$ cat src/rtl/mmt_pkg.sv
package mmt_pkg;

  // register indexes of the write port
  localparam logic [2:0] RegMode   = 3'd0;
  localparam logic [2:0] RegArgA   = 3'd1;
  localparam logic [2:0] RegArgB   = 3'd2;
  localparam logic [2:0] RegArgC   = 3'd3;
  localparam logic [2:0] RegArgD   = 3'd4;
  localparam logic [2:0] RegArgE   = 3'd5;
  localparam logic [2:0] RegFactor = 3'd6;

  // message kinds
  localparam logic [2:0] KindOff   = 3'd0;
  localparam logic [2:0] KindOn    = 3'd1;
  localparam logic [2:0] KindPoly  = 3'd2;
  localparam logic [2:0] KindCc    = 3'd3;
  localparam logic [2:0] KindProg  = 3'd4;
  localparam logic [2:0] KindPres  = 3'd5;
  localparam logic [2:0] KindBend  = 3'd6;
  localparam logic [2:0] KindOther = 3'd7;

  // transform modes
  localparam logic [5:0] ModeChMap     = 6'd1;
  localparam logic [5:0] ModeChSet     = 6'd2;
  localparam logic [5:0] ModeChAdd     = 6'd3;
  localparam logic [5:0] ModeTranspose = 6'd4;
  localparam logic [5:0] ModeSnap      = 6'd5;
  localparam logic [5:0] ModeDiatonic  = 6'd6;
  localparam logic [5:0] ModeNoteMap   = 6'd7;
  localparam logic [5:0] ModeNoteCc    = 6'd8;
  localparam logic [5:0] ModeCcNote    = 6'd9;
  localparam logic [5:0] ModeNoteProg  = 6'd10;
  localparam logic [5:0] ModeVelSet    = 6'd11;
  localparam logic [5:0] ModeVelAdd    = 6'd12;
  localparam logic [5:0] ModeVelScale  = 6'd13;
  localparam logic [5:0] ModeVelClip   = 6'd14;
  localparam logic [5:0] ModeVelComp   = 6'd15;
  localparam logic [5:0] ModeVelInv    = 6'd16;
  localparam logic [5:0] ModeCcMap     = 6'd17;
  localparam logic [5:0] ModeCcAdd     = 6'd18;
  localparam logic [5:0] ModeCcScale   = 6'd19;
  localparam logic [5:0] ModeCcInv     = 6'd20;
  localparam logic [5:0] ModeCcSet     = 6'd21;
  localparam logic [5:0] ModeCcRescale = 6'd22;
  localparam logic [5:0] ModeProgMap   = 6'd23;
  localparam logic [5:0] ModeProgAdd   = 6'd24;
  localparam logic [5:0] ModeBendAdd   = 6'd25;
  localparam logic [5:0] ModeBendScale = 6'd26;
  localparam logic [5:0] ModeBendSet   = 6'd27;
  localparam logic [5:0] ModeBendInv   = 6'd28;
  localparam logic [5:0] ModePresAdd   = 6'd29;
  localparam logic [5:0] ModePresScale = 6'd30;
  localparam logic [5:0] ModePresSet   = 6'd31;
  localparam logic [5:0] ModePresInv   = 6'd32;

  // divider operand widths
  localparam int DivW = 17;
  localparam int DvsW = 8;

  typedef struct packed {
    logic            start;
    logic [DivW-1:0] dividend;
    logic [DvsW-1:0] divisor;
  } div_req_t;

  typedef struct packed {
    logic            done;
    logic [DivW-1:0] quot;
    logic [DvsW-1:0] rem;
  } div_rsp_t;

  typedef enum logic [7:0] {
    StIdle  = 8'b0000_0001,
    StSnap  = 8'b0000_0010,
    StDprep = 8'b0000_0100,
    StDiat  = 8'b0000_1000,
    StMul   = 8'b0001_0000,
    StRmul  = 8'b0010_0000,
    StRdiv  = 8'b0100_0000,
    StFin   = 8'b1000_0000
  } state_e;

  function automatic logic signed [31:0] clamp32(input logic signed [31:0] v,
                                                 input logic signed [31:0] lo,
                                                 input logic signed [31:0] hi);
    return (v < lo) ? lo : ((v > hi) ? hi : v);
  endfunction

  // v / 12 for v below 256, by reciprocal
  function automatic logic [4:0] div12(input logic [7:0] v);
    logic [15:0] p;
    p = {8'd0, v} * 16'd171;
    return p[15:11];
  endfunction

  function automatic logic [3:0] mod12(input logic [7:0] v);
    logic [7:0] r;
    r = v - ({3'd0, div12(v)} * 8'd12);
    return r[3:0];
  endfunction

  // position of the k-th set bit of a scale mask
  function automatic logic [3:0] deg_at(input logic [11:0] m, input logic [3:0] k);
    logic [3:0]  res;
    logic [11:0] below;
    res = '0;
    for (int p = 0; p < 12; p++) begin
      below = m & ((12'd1 << p) - 12'd1);
      if (m[p] && (4'($countones(below)) == k)) res = 4'(p);
    end
    return res;
  endfunction

endpackage

$ cat src/rtl/midi_message_transform_core.sv
// channel   dir  word fields (lowest bit first)
// s_axis    in   tuser: kind[2:0]; tdata: channel[4:0] data1[11:5] data2[25:12]
// m_axis    out  tuser: keep[0] out_kind[3:1];
//                tdata: out_channel[4:0] out_data1[11:5] out_data2[25:12]
// cfg       in   cfg_we_i, cfg_idx_i (register 0..6), cfg_wdata_i (16 bit)
//
// one word at a time: plain modes go from accept to the result load directly,
// scale modes through a multiply step, rescale through multiply and divider,
// snap to scale through the scale search, diatonic transpose through the search
// and the divider; input ready returns in the cycle after the load
// reset clears the control state and the configuration registers to their defaults
// a result meeting a full output register holds the sequencer and the input
module midi_message_transform_core (
  input  logic        clk_i,
  input  logic        rst_ni,
  input  logic        s_axis_tvalid,
  output logic        s_axis_tready,
  input  logic [31:0] s_axis_tdata,   // channel, data1, data2, zero pad
  input  logic [2:0]  s_axis_tuser,   // kind
  output logic        m_axis_tvalid,
  input  logic        m_axis_tready,
  output logic [31:0] m_axis_tdata,   // out_channel, out_data1, out_data2, zero pad
  output logic [3:0]  m_axis_tuser,   // keep, out_kind
  input  logic        cfg_we_i,
  input  logic [2:0]  cfg_idx_i,
  input  logic [15:0] cfg_wdata_i
);
  import mmt_pkg::*;

  // configuration registers
  logic [5:0]         mode_q;
  logic signed [14:0] arg_a_q, arg_b_q, arg_c_q, arg_d_q, arg_e_q;
  logic signed [15:0] factor_q;

  always_ff @(posedge clk_i or negedge rst_ni) begin
    if (!rst_ni) begin
      mode_q   <= '0;
      arg_a_q  <= '0;
      arg_b_q  <= '0;
      arg_c_q  <= '0;
      arg_d_q  <= '0;
      arg_e_q  <= '0;
      factor_q <= 16'sd256;
    end else if (cfg_we_i) begin
      case (cfg_idx_i)
        RegMode:   mode_q   <= cfg_wdata_i[5:0];
        RegArgA:   arg_a_q  <= cfg_wdata_i[14:0];
        RegArgB:   arg_b_q  <= cfg_wdata_i[14:0];
        RegArgC:   arg_c_q  <= cfg_wdata_i[14:0];
        RegArgD:   arg_d_q  <= cfg_wdata_i[14:0];
        RegArgE:   arg_e_q  <= cfg_wdata_i[14:0];
        RegFactor: factor_q <= cfg_wdata_i;
        default: ;
      endcase
    end
  end

  // argument views
  logic signed [31:0] aas, abs32, acs, ads, aes;
  logic [6:0]         a7, b7;
  logic [11:0]        mask;
  assign aas   = 32'(arg_a_q);
  assign abs32 = 32'(arg_b_q);
  assign acs   = 32'(arg_c_q);
  assign ads   = 32'(arg_d_q);
  assign aes   = 32'(arg_e_q);
  assign a7    = 7'(clamp32(aas, 32'sd0, 32'sd127));
  assign b7    = 7'(clamp32(abs32, 32'sd0, 32'sd127));
  assign mask  = arg_b_q[11:0];

  // root pitch class: arg_a offset by a multiple of 12 to stay positive,
  // then reduced mod 12 by reciprocal multiplication
  logic [15:0] root_x, root_r;
  logic [31:0] root_p;
  always_comb begin
    root_x = 16'(arg_a_q) + 16'd16392;
    root_p = {16'd0, root_x} * 32'd43691;
    root_r = root_x - ({3'd0, root_p[31:19]} * 16'd12);
  end

  // sequencer and item registers
  state_e state_q, state_d;
  logic [2:0]  kind_q;
  logic [4:0]  ch_q;
  logic [6:0]  d1_q, s_q;
  logic [13:0] d2_q;
  logic [3:0]  root_q, sd_q, cnt_q, fr_q;
  logic        drop_q, tneg_q, rneg_q;
  logic signed [4:0]  oct_q;
  logic signed [17:0] fq_q, resc_q;
  logic signed [31:0] num_q;

  div_req_t div_req;
  div_rsp_t div_rsp;

  mmt_div u_div (
    .clk_i  (clk_i),
    .rst_ni (rst_ni),
    .req_i  (div_req),
    .rsp_o  (div_rsp)
  );

  // input decode, normalized per kind
  logic [2:0]  in_kind;
  logic [4:0]  in_ch;
  logic [6:0]  in_d1;
  logic [13:0] in_d2;
  logic        accept, in_note_any, in_cc_hit;
  assign accept  = s_axis_tvalid && s_axis_tready;
  assign in_kind = s_axis_tuser;
  assign in_ch   = s_axis_tdata[4:0];
  assign in_d1   = (in_kind == KindBend) ? 7'd0 : s_axis_tdata[11:5];
  always_comb begin
    if (in_kind <= KindCc) in_d2 = {7'd0, s_axis_tdata[18:12]};
    else if (in_kind == KindProg || in_kind == KindPres) in_d2 = '0;
    else in_d2 = s_axis_tdata[25:12];
  end
  assign in_note_any = in_kind <= KindPoly;
  assign in_cc_hit   = (in_kind == KindCc) && (in_d1 == a7);

  // snap search: one distance a cycle, lower candidate first
  logic [7:0] lo_pc_in, hi_pc_in;
  logic       lo_hit, hi_hit;
  always_comb begin
    lo_pc_in = {1'b0, d1_q} + 8'd12 - {4'd0, sd_q} - {4'd0, root_q};
    hi_pc_in = {1'b0, d1_q} + 8'd12 + {4'd0, sd_q} - {4'd0, root_q};
    lo_hit   = (d1_q >= {3'd0, sd_q}) && mask[mod12(lo_pc_in)];
    hi_hit   = (({1'b0, d1_q} + {4'd0, sd_q}) <= 8'd127) && mask[mod12(hi_pc_in)];
  end

  // diatonic setup: degree index of the snapped note and target step
  logic [7:0]         dp_v;
  logic [4:0]         dp_q12;
  logic [3:0]         dp_pc, dp_idx, dp_cnt;
  logic signed [16:0] dp_tgt;
  logic [DivW-1:0]    dp_mag;
  always_comb begin
    dp_v   = {1'b0, s_q} + 8'd12 - {4'd0, root_q};
    dp_q12 = div12(dp_v);
    dp_pc  = mod12(dp_v);
    dp_idx = 4'($countones(mask & ((12'd1 << dp_pc) - 12'd1)));
    dp_cnt = 4'($countones(mask));
    dp_tgt = 17'(arg_c_q) + $signed({13'd0, dp_idx});
    dp_mag = dp_tgt[16] ? DivW'(-dp_tgt) : DivW'(dp_tgt);
  end

  // Q8.8 product for the scale and compress modes
  logic signed [15:0] mul_op;
  logic signed [31:0] mul_base, mul_prod;
  always_comb begin
    mul_op   = $signed({2'd0, d2_q});
    mul_base = '0;
    case (mode_q)
      ModeVelComp: begin
        mul_op   = $signed({2'd0, d2_q}) - 16'sd64;
        mul_base = 32'sd16384;
      end
      ModeBendScale: begin
        mul_op   = $signed({2'd0, d2_q}) - 16'sd8192;
        mul_base = 32'sd2097152;
      end
      ModePresScale: mul_op = $signed({9'd0, d1_q});
      default: ;
    endcase
    mul_prod = mul_op * factor_q;
  end

  // controller range rescale operands
  logic [6:0]         il0, ih0, ol0, oh0, il, ih, ol, oh, rv, rvd, rden;
  logic signed [16:0] rt1, rt2, rnum;
  logic [15:0]        rmag;
  always_comb begin
    il0 = b7;
    ih0 = 7'(clamp32(acs, 32'sd0, 32'sd127));
    ol0 = 7'(clamp32(ads, 32'sd0, 32'sd127));
    oh0 = 7'(clamp32(aes, 32'sd0, 32'sd127));
    if (il0 > ih0) begin
      il = ih0; ih = il0; ol = oh0; oh = ol0;
    end else begin
      il = il0; ih = ih0; ol = ol0; oh = oh0;
    end
    rv   = (d2_q[6:0] < il) ? il : ((d2_q[6:0] > ih) ? ih : d2_q[6:0]);
    rvd  = rv - il;
    rden = ih - il;
    rt1  = $signed({10'd0, ol}) * $signed({10'd0, rden});
    rt2  = $signed({10'd0, rvd}) * ($signed({10'd0, oh}) - $signed({10'd0, ol}));
    rnum = rt1 + rt2;
    rmag = rnum[16] ? 16'(-rnum) : 16'(rnum);
  end

  // divider requests: diatonic wrap, rescale rounding
  always_comb begin
    div_req.start    = 1'b0;
    div_req.dividend = '0;
    div_req.divisor  = '0;
    case (state_q)
      StDprep: begin
        div_req.start    = 1'b1;
        div_req.dividend = dp_mag;
        div_req.divisor  = {4'd0, dp_cnt};
      end
      StRmul: begin
        div_req.start    = (rden != 7'd0);
        div_req.dividend = {rmag, 1'b0} + {9'd0, rden, 1'b0} - {10'd0, rden};
        div_req.divisor  = {rden, 1'b0};
      end
      default: ;
    endcase
  end

  // result assembly
  logic               note_oo, note_any, note_on, is_cc, chan_ok, cc_hit, nt_hit;
  logic signed [31:0] d1s, d2s, rnd;
  logic signed [21:0] dsum, dres;
  logic [3:0]         dg;
  logic               o_keep;
  logic [2:0]         o_kind;
  logic [4:0]         o_ch;
  logic [6:0]         o_d1, lo_v, hi_v;
  logic [13:0]        o_d2;
  logic [15:0]        ch_sum;
  logic signed [31:0] tr_n;

  always_comb begin
    note_oo  = kind_q <= KindOn;
    note_any = kind_q <= KindPoly;
    note_on  = (kind_q == KindOn) && (d2_q != 14'd0);
    is_cc    = kind_q == KindCc;
    chan_ok  = (kind_q != KindOther) && (ch_q >= 5'd1) && (ch_q <= 5'd16);
    cc_hit   = is_cc && (d1_q == a7);
    nt_hit   = note_oo && (d1_q == a7);
    d1s      = $signed({25'd0, d1_q});
    d2s      = $signed({18'd0, d2_q});
    rnd      = (num_q >= 0) ? ((num_q + 32'sd128) >>> 8) : -((-num_q + 32'sd128) >>> 8);
    dg       = deg_at(mask, fr_q);
    dsum     = 22'(oct_q) + 22'(fq_q);
    dres     = $signed({18'd0, root_q}) + dsum * 22'sd12 + $signed({18'd0, dg});
    ch_sum   = 16'(arg_a_q) + {11'd0, ch_q} - 16'd1;
    tr_n     = aas + d1s;
    lo_v     = 7'(clamp32(aas, 32'sd1, 32'sd127));
    hi_v     = 7'(clamp32(abs32, 32'sd1, 32'sd127));
    o_keep   = 1'b1;
    o_kind   = kind_q;
    o_ch     = ch_q;
    o_d1     = d1_q;
    o_d2     = d2_q;
    case (mode_q)
      ModeChMap: begin
        if (chan_ok && ch_q == 5'(clamp32(aas, 32'sd1, 32'sd16)))
          o_ch = 5'(clamp32(abs32, 32'sd1, 32'sd16));
      end
      ModeChSet: if (chan_ok) o_ch = 5'(clamp32(aas, 32'sd1, 32'sd16));
      ModeChAdd: if (chan_ok) o_ch = {1'b0, ch_sum[3:0]} + 5'd1;
      ModeTranspose: begin
        if (note_any) begin
          if (tr_n < 0 || tr_n > 32'sd127) o_keep = 1'b0;
          else o_d1 = 7'(tr_n);
        end
      end
      ModeSnap: begin
        if (note_any && mask != 12'd0) begin
          if (drop_q) o_keep = 1'b0;
          else o_d1 = s_q;
        end
      end
      ModeDiatonic: begin
        if (note_any && mask != 12'd0) begin
          if (drop_q || dres < 0 || dres > 22'sd127) o_keep = 1'b0;
          else o_d1 = 7'(dres);
        end
      end
      ModeNoteMap: if (note_any && d1_q == a7) o_d1 = b7;
      ModeNoteCc: begin
        if (nt_hit) begin
          o_d2   = note_on ? d2_q : 14'd0;
          o_kind = KindCc;
          o_d1   = b7;
        end
      end
      ModeCcNote: begin
        if (cc_hit) begin
          o_d1 = b7;
          if (d2_q >= 14'd64) o_kind = KindOn;
          else begin
            o_kind = KindOff;
            o_d2   = '0;
          end
        end
      end
      ModeNoteProg: begin
        if (nt_hit) begin
          if (!note_on) o_keep = 1'b0;
          else begin
            o_kind = KindProg;
            o_d1   = b7;
            o_d2   = '0;
          end
        end
      end
      ModeVelSet:   if (note_on) o_d2 = 14'(lo_v);
      ModeVelAdd:   if (note_on) o_d2 = 14'(clamp32(d2s + aas, 32'sd1, 32'sd127));
      ModeVelScale: if (note_on) o_d2 = 14'(clamp32(rnd, 32'sd1, 32'sd127));
      ModeVelClip: begin
        if (note_on) begin
          if (lo_v < hi_v)
            o_d2 = 14'(clamp32(d2s, $signed({25'd0, lo_v}), $signed({25'd0, hi_v})));
          else
            o_d2 = 14'(clamp32(d2s, $signed({25'd0, hi_v}), $signed({25'd0, lo_v})));
        end
      end
      ModeVelComp:  if (note_on) o_d2 = 14'(clamp32(rnd, 32'sd1, 32'sd127));
      ModeVelInv:   if (note_on) o_d2 = 14'(clamp32(32'sd128 - d2s, 32'sd1, 32'sd127));
      ModeCcMap:    if (cc_hit) o_d1 = b7;
      ModeCcAdd:    if (cc_hit) o_d2 = 14'(clamp32(d2s + abs32, 32'sd0, 32'sd127));
      ModeCcScale:  if (cc_hit) o_d2 = 14'(clamp32(rnd, 32'sd0, 32'sd127));
      ModeCcInv:    if (cc_hit) o_d2 = 14'd127 - d2_q;
      ModeCcSet:    if (cc_hit) o_d2 = {7'd0, b7};
      ModeCcRescale: if (cc_hit) o_d2 = 14'(clamp32(32'(resc_q), 32'sd0, 32'sd127));
      ModeProgMap:  if (kind_q == KindProg && d1_q == a7) o_d1 = b7;
      ModeProgAdd:  if (kind_q == KindProg) o_d1 = 7'(clamp32(d1s + aas, 32'sd0, 32'sd127));
      ModeBendAdd:  if (kind_q == KindBend) o_d2 = 14'(clamp32(d2s + aas, 32'sd0, 32'sd16383));
      ModeBendScale: if (kind_q == KindBend) o_d2 = 14'(clamp32(rnd, 32'sd0, 32'sd16383));
      ModeBendSet:  if (kind_q == KindBend) o_d2 = 14'(clamp32(aas, 32'sd0, 32'sd16383));
      ModeBendInv: begin
        if (kind_q == KindBend) o_d2 = 14'(clamp32(32'sd16384 - d2s, 32'sd0, 32'sd16383));
      end
      ModePresAdd:   if (kind_q == KindPres) o_d1 = 7'(clamp32(d1s + aas, 32'sd0, 32'sd127));
      ModePresScale: if (kind_q == KindPres) o_d1 = 7'(clamp32(rnd, 32'sd0, 32'sd127));
      ModePresSet:   if (kind_q == KindPres) o_d1 = a7;
      ModePresInv:   if (kind_q == KindPres) o_d1 = 7'd127 - d1_q;
      default: ;
    endcase
    if (!o_keep) begin
      o_kind = '0;
      o_ch   = '0;
      o_d1   = '0;
      o_d2   = '0;
    end
  end

  // output register
  logic        m_valid_q;
  logic [31:0] m_data_q;
  logic [3:0]  m_user_q;
  logic        out_free, load;
  assign out_free = !m_valid_q || m_axis_tready;
  assign load     = (state_q == StFin) && out_free;

  // next state
  always_comb begin
    state_d = state_q;
    case (state_q)
      StIdle: begin
        if (accept) begin
          if ((mode_q == ModeSnap || mode_q == ModeDiatonic) && in_note_any &&
              (mask != 12'd0)) state_d = StSnap;
          else if (mode_q inside {ModeVelScale, ModeVelComp, ModeCcScale,
                                  ModeBendScale, ModePresScale}) state_d = StMul;
          else if (mode_q == ModeCcRescale && in_cc_hit) state_d = StRmul;
          else state_d = StFin;
        end
      end
      StSnap: begin
        if (lo_hit || hi_hit) state_d = (mode_q == ModeDiatonic) ? StDprep : StFin;
        else if (sd_q == 4'd12) state_d = StFin;
      end
      StDprep: state_d = StDiat;
      StDiat:  if (div_rsp.done) state_d = StFin;
      StMul:   state_d = StFin;
      StRmul:  state_d = (rden == 7'd0) ? StFin : StRdiv;
      StRdiv:  if (div_rsp.done) state_d = StFin;
      StFin:   if (out_free) state_d = StIdle;
      default: state_d = StIdle;
    endcase
  end

  always_ff @(posedge clk_i or negedge rst_ni) begin
    if (!rst_ni) begin
      state_q   <= StIdle;
      m_valid_q <= 1'b0;
      drop_q    <= 1'b0;
    end else begin
      state_q <= state_d;
      if (load) m_valid_q <= 1'b1;
      else if (m_axis_tready) m_valid_q <= 1'b0;
      if (accept) drop_q <= 1'b0;
      else if (state_q == StSnap && !lo_hit && !hi_hit && sd_q == 4'd12) drop_q <= 1'b1;
    end
  end

  // datapath registers
  always_ff @(posedge clk_i) begin
    if (accept) begin
      kind_q <= in_kind;
      ch_q   <= in_ch;
      d1_q   <= in_d1;
      d2_q   <= in_d2;
      root_q <= root_r[3:0];
      sd_q   <= '0;
    end
    if (state_q == StSnap) begin
      if (lo_hit) s_q <= d1_q - {3'd0, sd_q};
      else if (hi_hit) s_q <= d1_q + {3'd0, sd_q};
      sd_q <= sd_q + 4'd1;
    end
    if (state_q == StDprep) begin
      oct_q  <= $signed({1'b0, 4'(dp_q12)}) - 5'sd1;
      tneg_q <= dp_tgt[16];
      cnt_q  <= dp_cnt;
    end
    if (state_q == StDiat && div_rsp.done) begin
      // floor division fixup for a negative step target
      if (tneg_q && div_rsp.rem != 8'd0) begin
        fq_q <= -($signed({1'b0, div_rsp.quot}) + 18'sd1);
        fr_q <= cnt_q - div_rsp.rem[3:0];
      end else if (tneg_q) begin
        fq_q <= -$signed({1'b0, div_rsp.quot});
        fr_q <= div_rsp.rem[3:0];
      end else begin
        fq_q <= $signed({1'b0, div_rsp.quot});
        fr_q <= div_rsp.rem[3:0];
      end
    end
    if (state_q == StMul) num_q <= mul_base + mul_prod;
    if (state_q == StRmul) begin
      rneg_q <= rnum[16];
      resc_q <= $signed({11'd0, ol});
    end
    if (state_q == StRdiv && div_rsp.done)
      resc_q <= rneg_q ? -$signed({1'b0, div_rsp.quot}) : $signed({1'b0, div_rsp.quot});
    if (load) begin
      m_data_q <= {6'd0, o_d2, o_d1, o_ch};
      m_user_q <= {o_kind, o_keep};
    end
  end

  assign s_axis_tready = state_q == StIdle;
  assign m_axis_tvalid = m_valid_q;
  assign m_axis_tdata  = m_data_q;
  assign m_axis_tuser  = m_user_q;

endmodule

$ cat src/rtl/mmt_div.sv
module mmt_div (
  input  logic              clk_i,
  input  logic              rst_ni,
  input  mmt_pkg::div_req_t req_i,
  output mmt_pkg::div_rsp_t rsp_o
);
  import mmt_pkg::*;

  logic            busy_q;
  logic            done_q;
  logic [4:0]      cnt_q;
  logic [DivW-1:0] quo_q;
  logic [DvsW-1:0] rem_q;
  logic [DvsW-1:0] dvs_q;
  logic [DvsW:0]   shl;
  logic [DvsW:0]   trial;

  // restoring step, one quotient bit a cycle
  always_comb begin
    shl   = {rem_q, quo_q[DivW-1]};
    trial = shl - {1'b0, dvs_q};
  end

  always_ff @(posedge clk_i or negedge rst_ni) begin
    if (!rst_ni) begin
      busy_q <= 1'b0;
      done_q <= 1'b0;
      cnt_q  <= '0;
    end else begin
      done_q <= 1'b0;
      if (req_i.start) begin
        busy_q <= 1'b1;
        cnt_q  <= 5'(DivW);
      end else if (busy_q) begin
        cnt_q <= cnt_q - 5'd1;
        if (cnt_q == 5'd1) begin
          busy_q <= 1'b0;
          done_q <= 1'b1;
        end
      end
    end
  end

  always_ff @(posedge clk_i) begin
    if (req_i.start) begin
      quo_q <= req_i.dividend;
      rem_q <= '0;
      dvs_q <= req_i.divisor;
    end else if (busy_q) begin
      quo_q <= {quo_q[DivW-2:0], ~trial[DvsW]};
      rem_q <= trial[DvsW] ? shl[DvsW-1:0] : trial[DvsW-1:0];
    end
  end

  assign rsp_o.done = done_q;
  assign rsp_o.quot = quo_q;
  assign rsp_o.rem  = rem_q;

endmodule

$ cat config.mk
export PLATFORM = sky130hd
export DESIGN_NAME = midi_message_transform_core
export DESIGN_NICKNAME = d
export VERILOG_FILES = /design/src/rtl/mmt_pkg.sv /design/src/rtl/midi_message_transform_core.sv /design/src/rtl/mmt_div.sv
export SDC_FILE = /design/constraint.sdc
export NUM_CORES = 2
export LEC_CHECK = 0
export ABC_CLOCK_PERIOD_IN_PS = 14800
export BUFFER_PORTS_ARGS = -buffer_cell sky130_fd_sc_hd__buf_2
export CELL_PAD_IN_SITES_DETAIL_PLACEMENT = 0
export CELL_PAD_IN_SITES_GLOBAL_PLACEMENT = 1
export CORE_AREA = 2 2 421 319
export DETAILED_ROUTE_END_ITERATION = 12
export DIE_AREA = 0 0 423 321
export GPL_TIMING_DRIVEN = 0
export PLACE_DENSITY_LB_ADDON = 0.1
export SETUP_SLACK_MARGIN = 0.1
export SKIP_CTS_REPAIR_TIMING = 1
export SYNTH_ARGS = -nofsm -noshare
export SYNTH_HDL_FRONTEND = slang
export SYNTH_SLANG_ARGS = --single-unit
$ cat constraint.sdc
create_clock -name clk_i -period 14.8 [get_ports clk_i]
set_clock_uncertainty 0.1 [all_clocks]
set_input_delay 2.22 -clock clk_i [delete_from_list [all_inputs] [get_ports clk_i]]
set_output_delay 2.22 -clock clk_i [all_outputs]
set_load 0.005 [all_outputs]
# == Yosys cells after proc, flatten, opt, wreduce, memory -nomap -nowiden ==
# Cells that the tools add are included.
# totals
reg_bits,304
in_bits,59
out_inout_bits,38
wordCells,501
# classes
add_sub_neg,84
mul,12
order_cmp,55
eq_ne,76
shift,1
mux,166
bitwise,2
n_reduce_logical,70
# ops
cell,n
2-to-1 mux 14 bit,44
2-to-1 mux 7 bit,42
case mux 14 bit (17 select lines),1
"equality test 6 x 5 -> 1 bit, second input constant",16
case mux 7 bit (13 select lines),1
"greater-than comparator 15 x 8 -> 1 bit, second input constant",6
2-to-1 mux 18 bit,5
2-to-1 mux 8 bit,11
"< comparator 15 x 1 -> 1 bit, second input constant",5
"adder 32 x 9 -> 32 bit, second input constant",2
"< comparator 16 x 1 -> 1 bit, second input constant",4
case mux 8 bit (7 select lines),1
case mux 26 bit (2 select lines),1
2-to-1 mux 17 bit,3
"equality test 6 x 4 -> 1 bit, second input constant",8
"greater-than comparator 16 x 8 -> 1 bit, second input constant",3
"multiplier 8 x 8 -> 16 bit, second input constant",3
case mux 16 bit (3 select lines),1
"< comparator 15 x 2 -> 1 bit, second input constant",3
2-to-1 mux 5 bit,9
case mux 22 bit (2 select lines),1
equality test 4 bit,10
logical AND 1 bit,34
adder 15 x 15 -> 16 bit,2
other kinds (127),250

# == Longest topological paths before layout ==
# logic_depth
word_depth,20
depth_mapped,72
ltp_nobuf,70

# == Modules after synthesis ==
# From an unflattened synthesis, not the netlist that was laid out.
# unflattened
hier_cells,5991
area_unflattened_um2,51670.8
# modules_own_cells
module,n_inst,cells_per_inst,area_per_inst_um2,seq_area_each_um2
midi_message_transform_core,1,5799,49508.7,7394.6
mmt_div,1,192,2162.1,1086.0

# == Worst setup path before layout ==
# No wires, ideal clock.
# synth_path
path_type,register -> register
from,register arg_b_q[8]
to,register u_div.quo_q[14] (data pin)
setup_time_ns,0.260
arrival_ns,15.057
required_ns,14.440
slack_ns,-0.617
stages_incl_launch_ff,66
n_path_buf,0
synth_period_minus_slack_ns,15.417
cell_sequence,dfrtp_1 > inv_1 > ha_1 > or3b_2 > nor3_1 > o21ai_1 > o21bai_1 > inv_1 > ha_1 > nor2b_1 > o21ai_0 > a21oi_1 > o21ai_0 > a21oi_1 > a211oi_1 > or2_2 > a21o_1 > a21oi_1 > (+30 left out) > clkinv_1 > nor2_1 > a21oi_1 > fa_1 > inv_1 > ha_1 > a21o_1 > a21oi_1 > o21ai_0 > a21oi_1 > o21ai_0 > a211oi_1 > o21ai_0 > a21o_1 > a31oi_1 > xor2_1 > o22ai_1 > mux2_2
# synth_between
word_cells_on_any_way,33
classes_between,add/sub (12); mul (2); order compare (5); mux (12); bitwise (1); reduce/logical (1)
# synth_lines
element,line_no,source
from (decl),midi_message_transform_core.sv:32,"logic signed [14:0] arg_a_q, arg_b_q, arg_c_q, arg_d_q, arg_e_q;"
from (signal assigned),midi_message_transform_core.sv:48,RegArgB: arg_b_q <= cfg_wdata_i[14:0];
greater-than comparator 15 x 8 -> 1 bit,mmt_pkg.sv:86,return (v < lo) ? lo : ((v > hi) ? hi : v);
2-to-1 mux 7 bit,mmt_pkg.sv:86,
2-to-1 mux 7 bit (*),mmt_pkg.sv:86,
greater-than comparator 7 bit,midi_message_transform_core.sv:177,if (il0 > ih0) begin
2-to-1 mux 7 bit,midi_message_transform_core.sv:177,
greater-than comparator 7 bit,midi_message_transform_core.sv:182,rv = (d2_q[6:0] < il) ? il : ((d2_q[6:0] > ih) ? ih : d2_q[6:0]);
2-to-1 mux 7 bit (2 in series),midi_message_transform_core.sv:182,
subtractor 7 bit,midi_message_transform_core.sv:183,rvd = rv - il;
multiplier 8 x 8 -> 16 bit,midi_message_transform_core.sv:186,"rt2 = $signed({10'd0, rvd}) * ($signed({10'd0, oh}) - $signed({10'd0, ol}));"
adder 15 x 16 -> 17 bit (*),midi_message_transform_core.sv:187,rnum = rt1 + rt2;
via rnum[16],midi_message_transform_core.sv:170,"logic signed [16:0] rt1, rt2, rnum;"
2-to-1 mux 16 bit (*),midi_message_transform_core.sv:188,rmag = rnum[16] ? 16'(-rnum) : 16'(rnum);
adder 17 x 8 -> 17 bit (*),midi_message_transform_core.sv:204,"div_req.dividend = {rmag, 1'b0} + {9'd0, rden, 1'b0} - {10'd0, rden};"
subtractor 17 x 7 -> 17 bit (*),midi_message_transform_core.sv:204,
case mux 26 bit (2 select lines) (*),midi_message_transform_core.sv:196,case (state_q)
2-to-1 mux 17 bit (*),mmt_div.sv:45,if (req_i.start) begin
to (signal assigned),mmt_div.sv:46,quo_q <= req_i.dividend;
to (signal assigned),mmt_div.sv:50,"quo_q <= {quo_q[DivW-2:0], ~trial[DvsW]};"
to (decl),mmt_div.sv:12,logic [DivW-1:0] quo_q;
# The timed path passes the listed nets; every way through them passes the cells marked *.
# A chain may end at the register's enable or synchronous reset.

# == Final worst setup path ==
# layout_path
from,register arg_b_q[9]
to,register u_div.quo_q[14] (data pin)
# Same word-level chain as after synthesis.

==> out/results.tsv <==
metric	value	unit
WP data required	15.10	ns
final hold vios	0	
Area growth syn-to-layout	11.1	%
met3 Usage GRT	0.0457	
unrepaired setup endpoints after global routing	true	
Multi-input gate area	0.0406	mm^2
register area share after synthesis	0.162	
via/cell ratio	5.67	
FF-to-FF path depth	64	
Final Util	0.440	
WL per Instance	24.0	um
H-tree depth	2	
Inst Count DP	7999	
post-synthesis cell count	6128	
Synth cell types	114	
post-layout worst setup margin	0.263	ns
worst slack, placed	-3.23	ns
I/O pin count	97	
HP Class	register to register	
final setup fails	0	
Synth area leader	fa_1	
clk slew on worst S/H paths	0.06	ns
CP Depth	64	
crit-path max FO	7	
share of cells above drive strength 1	0.100	
clk buf depth	3	
vias in the first global route	44200	
total CTS buffers	40	
initial core utilization	0.396	
met2 Use GR	0.400	
via count	46300	
Worst path slowest cell	fa_2	
Avg Cell Area, Syn	8.53	um^2
Nets	7521	
Ys Warns	0	
largest net degree at the start of global routing	78	
clk sinks	304	
Core Region	0.132	mm^2
top cell type's share of synthesized area	0.180	
Root Buffer	clkbuf_16	
total wire length	196	mm
Slew Limit Fails	0	
detailed-route DRC error count	0	
GRT Resource Usage Total	0.284	
post-DP HPWL	160	mm
FF+latch area	0.00850	mm^2
first-pass GRT wire length	292	mm
Top FF cell, synth	edfxtp_1	
DRT antenna net count	0	
grt peak-use layer	met1	
initial antenna violation count	21	
worst-skew pair later-pin latency	0.67	ns
period utilization	0.982	
CP peak stage delay	0.58	ns
commonest non-fill, non-tap cell in the layout	inv_1	
failing checks	max-capacitance violations	
CTS tree	yes	
Setup CP Type	register to register	
Critical Path Sink Type	register	
cell repeated most along the worst path	fa_1	
die extent in x	423	um
Synth area leaders	fa_1 (18%), ha_1 (15%), edfxtp_1 (10%)	
status	complete, but fails checks	
most frequent cells in the layout	inv_1 (830), ha_1 (616), nand2_1 (529), fa_1 (469), nor2_1 (418)	
Filler cells	13400	
Congestion Overflow GR	0	
initial DRC count	4375	
Max Fclk	68.8	MHz
Slew @ Worst Pin	1.48	ns
PortBufs	82	
Die Footprint	0.136	mm^2
WHS Path Cells	1	
worst path bufs/invs	11	
Post-synth EDFFs	182	
slew margin rel.	0.0106	
GP Congestion	1.00	
First-pass DRT Iterations	7	
mapped cell area	0.0523	mm^2
fin crit period	14.54	ns
max cap viols	1	
startpoint types	register	
Layout Cells excl Fill	8165	
row count	116	
die span in y	321	um
ys async rst share	0.375	
cell family with most CP delay	adder cells	
GRT met1 Usage	0.445	
Yosys reg bits	304	
WP data arrival	14.83	ns
==> cells by family (layout without fill, tap and decap cells) <==
kind of cell / Yosys count / in the layout / share of synthesized area
fa+ha+maj: 1103 / 1103 / 0.332
xor+xnor: 385 / 385 / 0.0664
buf+inv: 1080 / 1339 / 0.0787
compound gates: 1293 / 1293 / 0.159
simple gates: 1824 / 1824 / 0.172
other cells: 1 / 9 / 0.0000717
mux: 138 / 138 / 0.0299
flops: 304 / 304 / 0.162
==> metal layers <==
| metal | share of wire | wire length [um] |
|---|---|---|
| met4 | 0.026 | 5180 |
| met5 | 0.00029 | 57 |
| met1 | 0.49 | 96700 |
| met3 | 0.081 | 16000 |
| met2 | 0.40 | 78400 |
==> registers in the layout, indices dropped and copies added, names as in the netlist, 15 cells and up <==
register,count
arg_e_q,15
arg_c_q,15
m_axis_tdata,26
resc_q,18
num_q,32
arg_a_q,15
u_div.quo_q,17
arg_b_q,15
arg_d_q,15
factor_q,16
fq_q,18
==> cell usage after synthesis, types with 85 or more instances <==
cell type,instances
clkbuf_1,186
ha_1,631
edfxtp_1,182
xor2_1,135
and2_1,119
nand3_1,122
a21oi_1,323
mux2_2,85
nand2_1,531
o21ai_0,321
nor3_1,129
inv_1,847
fa_1,471
xnor2_1,243
dfrtp_1,112
a21o_1,92
nor2_1,425
==> through the flow <==
stage / hold WS (ns) / setup TNS, ns / cell area [um^2]
detailed placement: 0.390 / -35.68 / 55100
floorplan: 0.370 / 0 / 52300
finish: 0.401 / 0 / 58100
CTS: 0.404 / -36.52 / 56500
global route: 0.418 / -1.23 / 58100
global placement: 0.383 / -35.06 / 55000
==> path summary, 6_finish.rpt <==
| kind | startpoint | to | slack (ns) |
|---|---|---|---|
| max in group asynchronous | rst_ni | factor_q[8]$_DFFE_PN1P_ | 12.35 |
| min in group asynchronous | rst_ni | mode_q[4]$_DFFE_PN0P_ | 1.43 |
| max reg2reg | arg_b_q[9]$_DFFE_PN0P_ | u_div.quo_q[14]$_DFFE_PP_ | 0.26 |
| max | arg_b_q[9]$_DFFE_PN0P_ | u_div.quo_q[14]$_DFFE_PP_ | 0.26 |
| min reg2reg | arg_e_q[7]$_DFFE_PN0P_ | arg_e_q[7]$_DFFE_PN0P_ | 0.40 |
| min | arg_e_q[7]$_DFFE_PN0P_ | arg_e_q[7]$_DFFE_PN0P_ | 0.40 |
==> final cells by class <==
class | count | share of cell area
Multi-Input combinational cell | 4749 | 0.698
Sequential cell | 304 | 0.146
Inverter | 855 | 0.0557
Tap cell | 1770 | 0.0381
Timing Repair Buffer | 187 | 0.0217
Clock buffer | 50 | 0.0184
Buffer | 223 | 0.0159
Clock inverter | 24 | 0.00536
Antenna cell | 3 | 0.000129
Power is left out: the tool's default activity adds up to more than one toggle a clock period on the data nets, which glitch-free logic cannot reach.
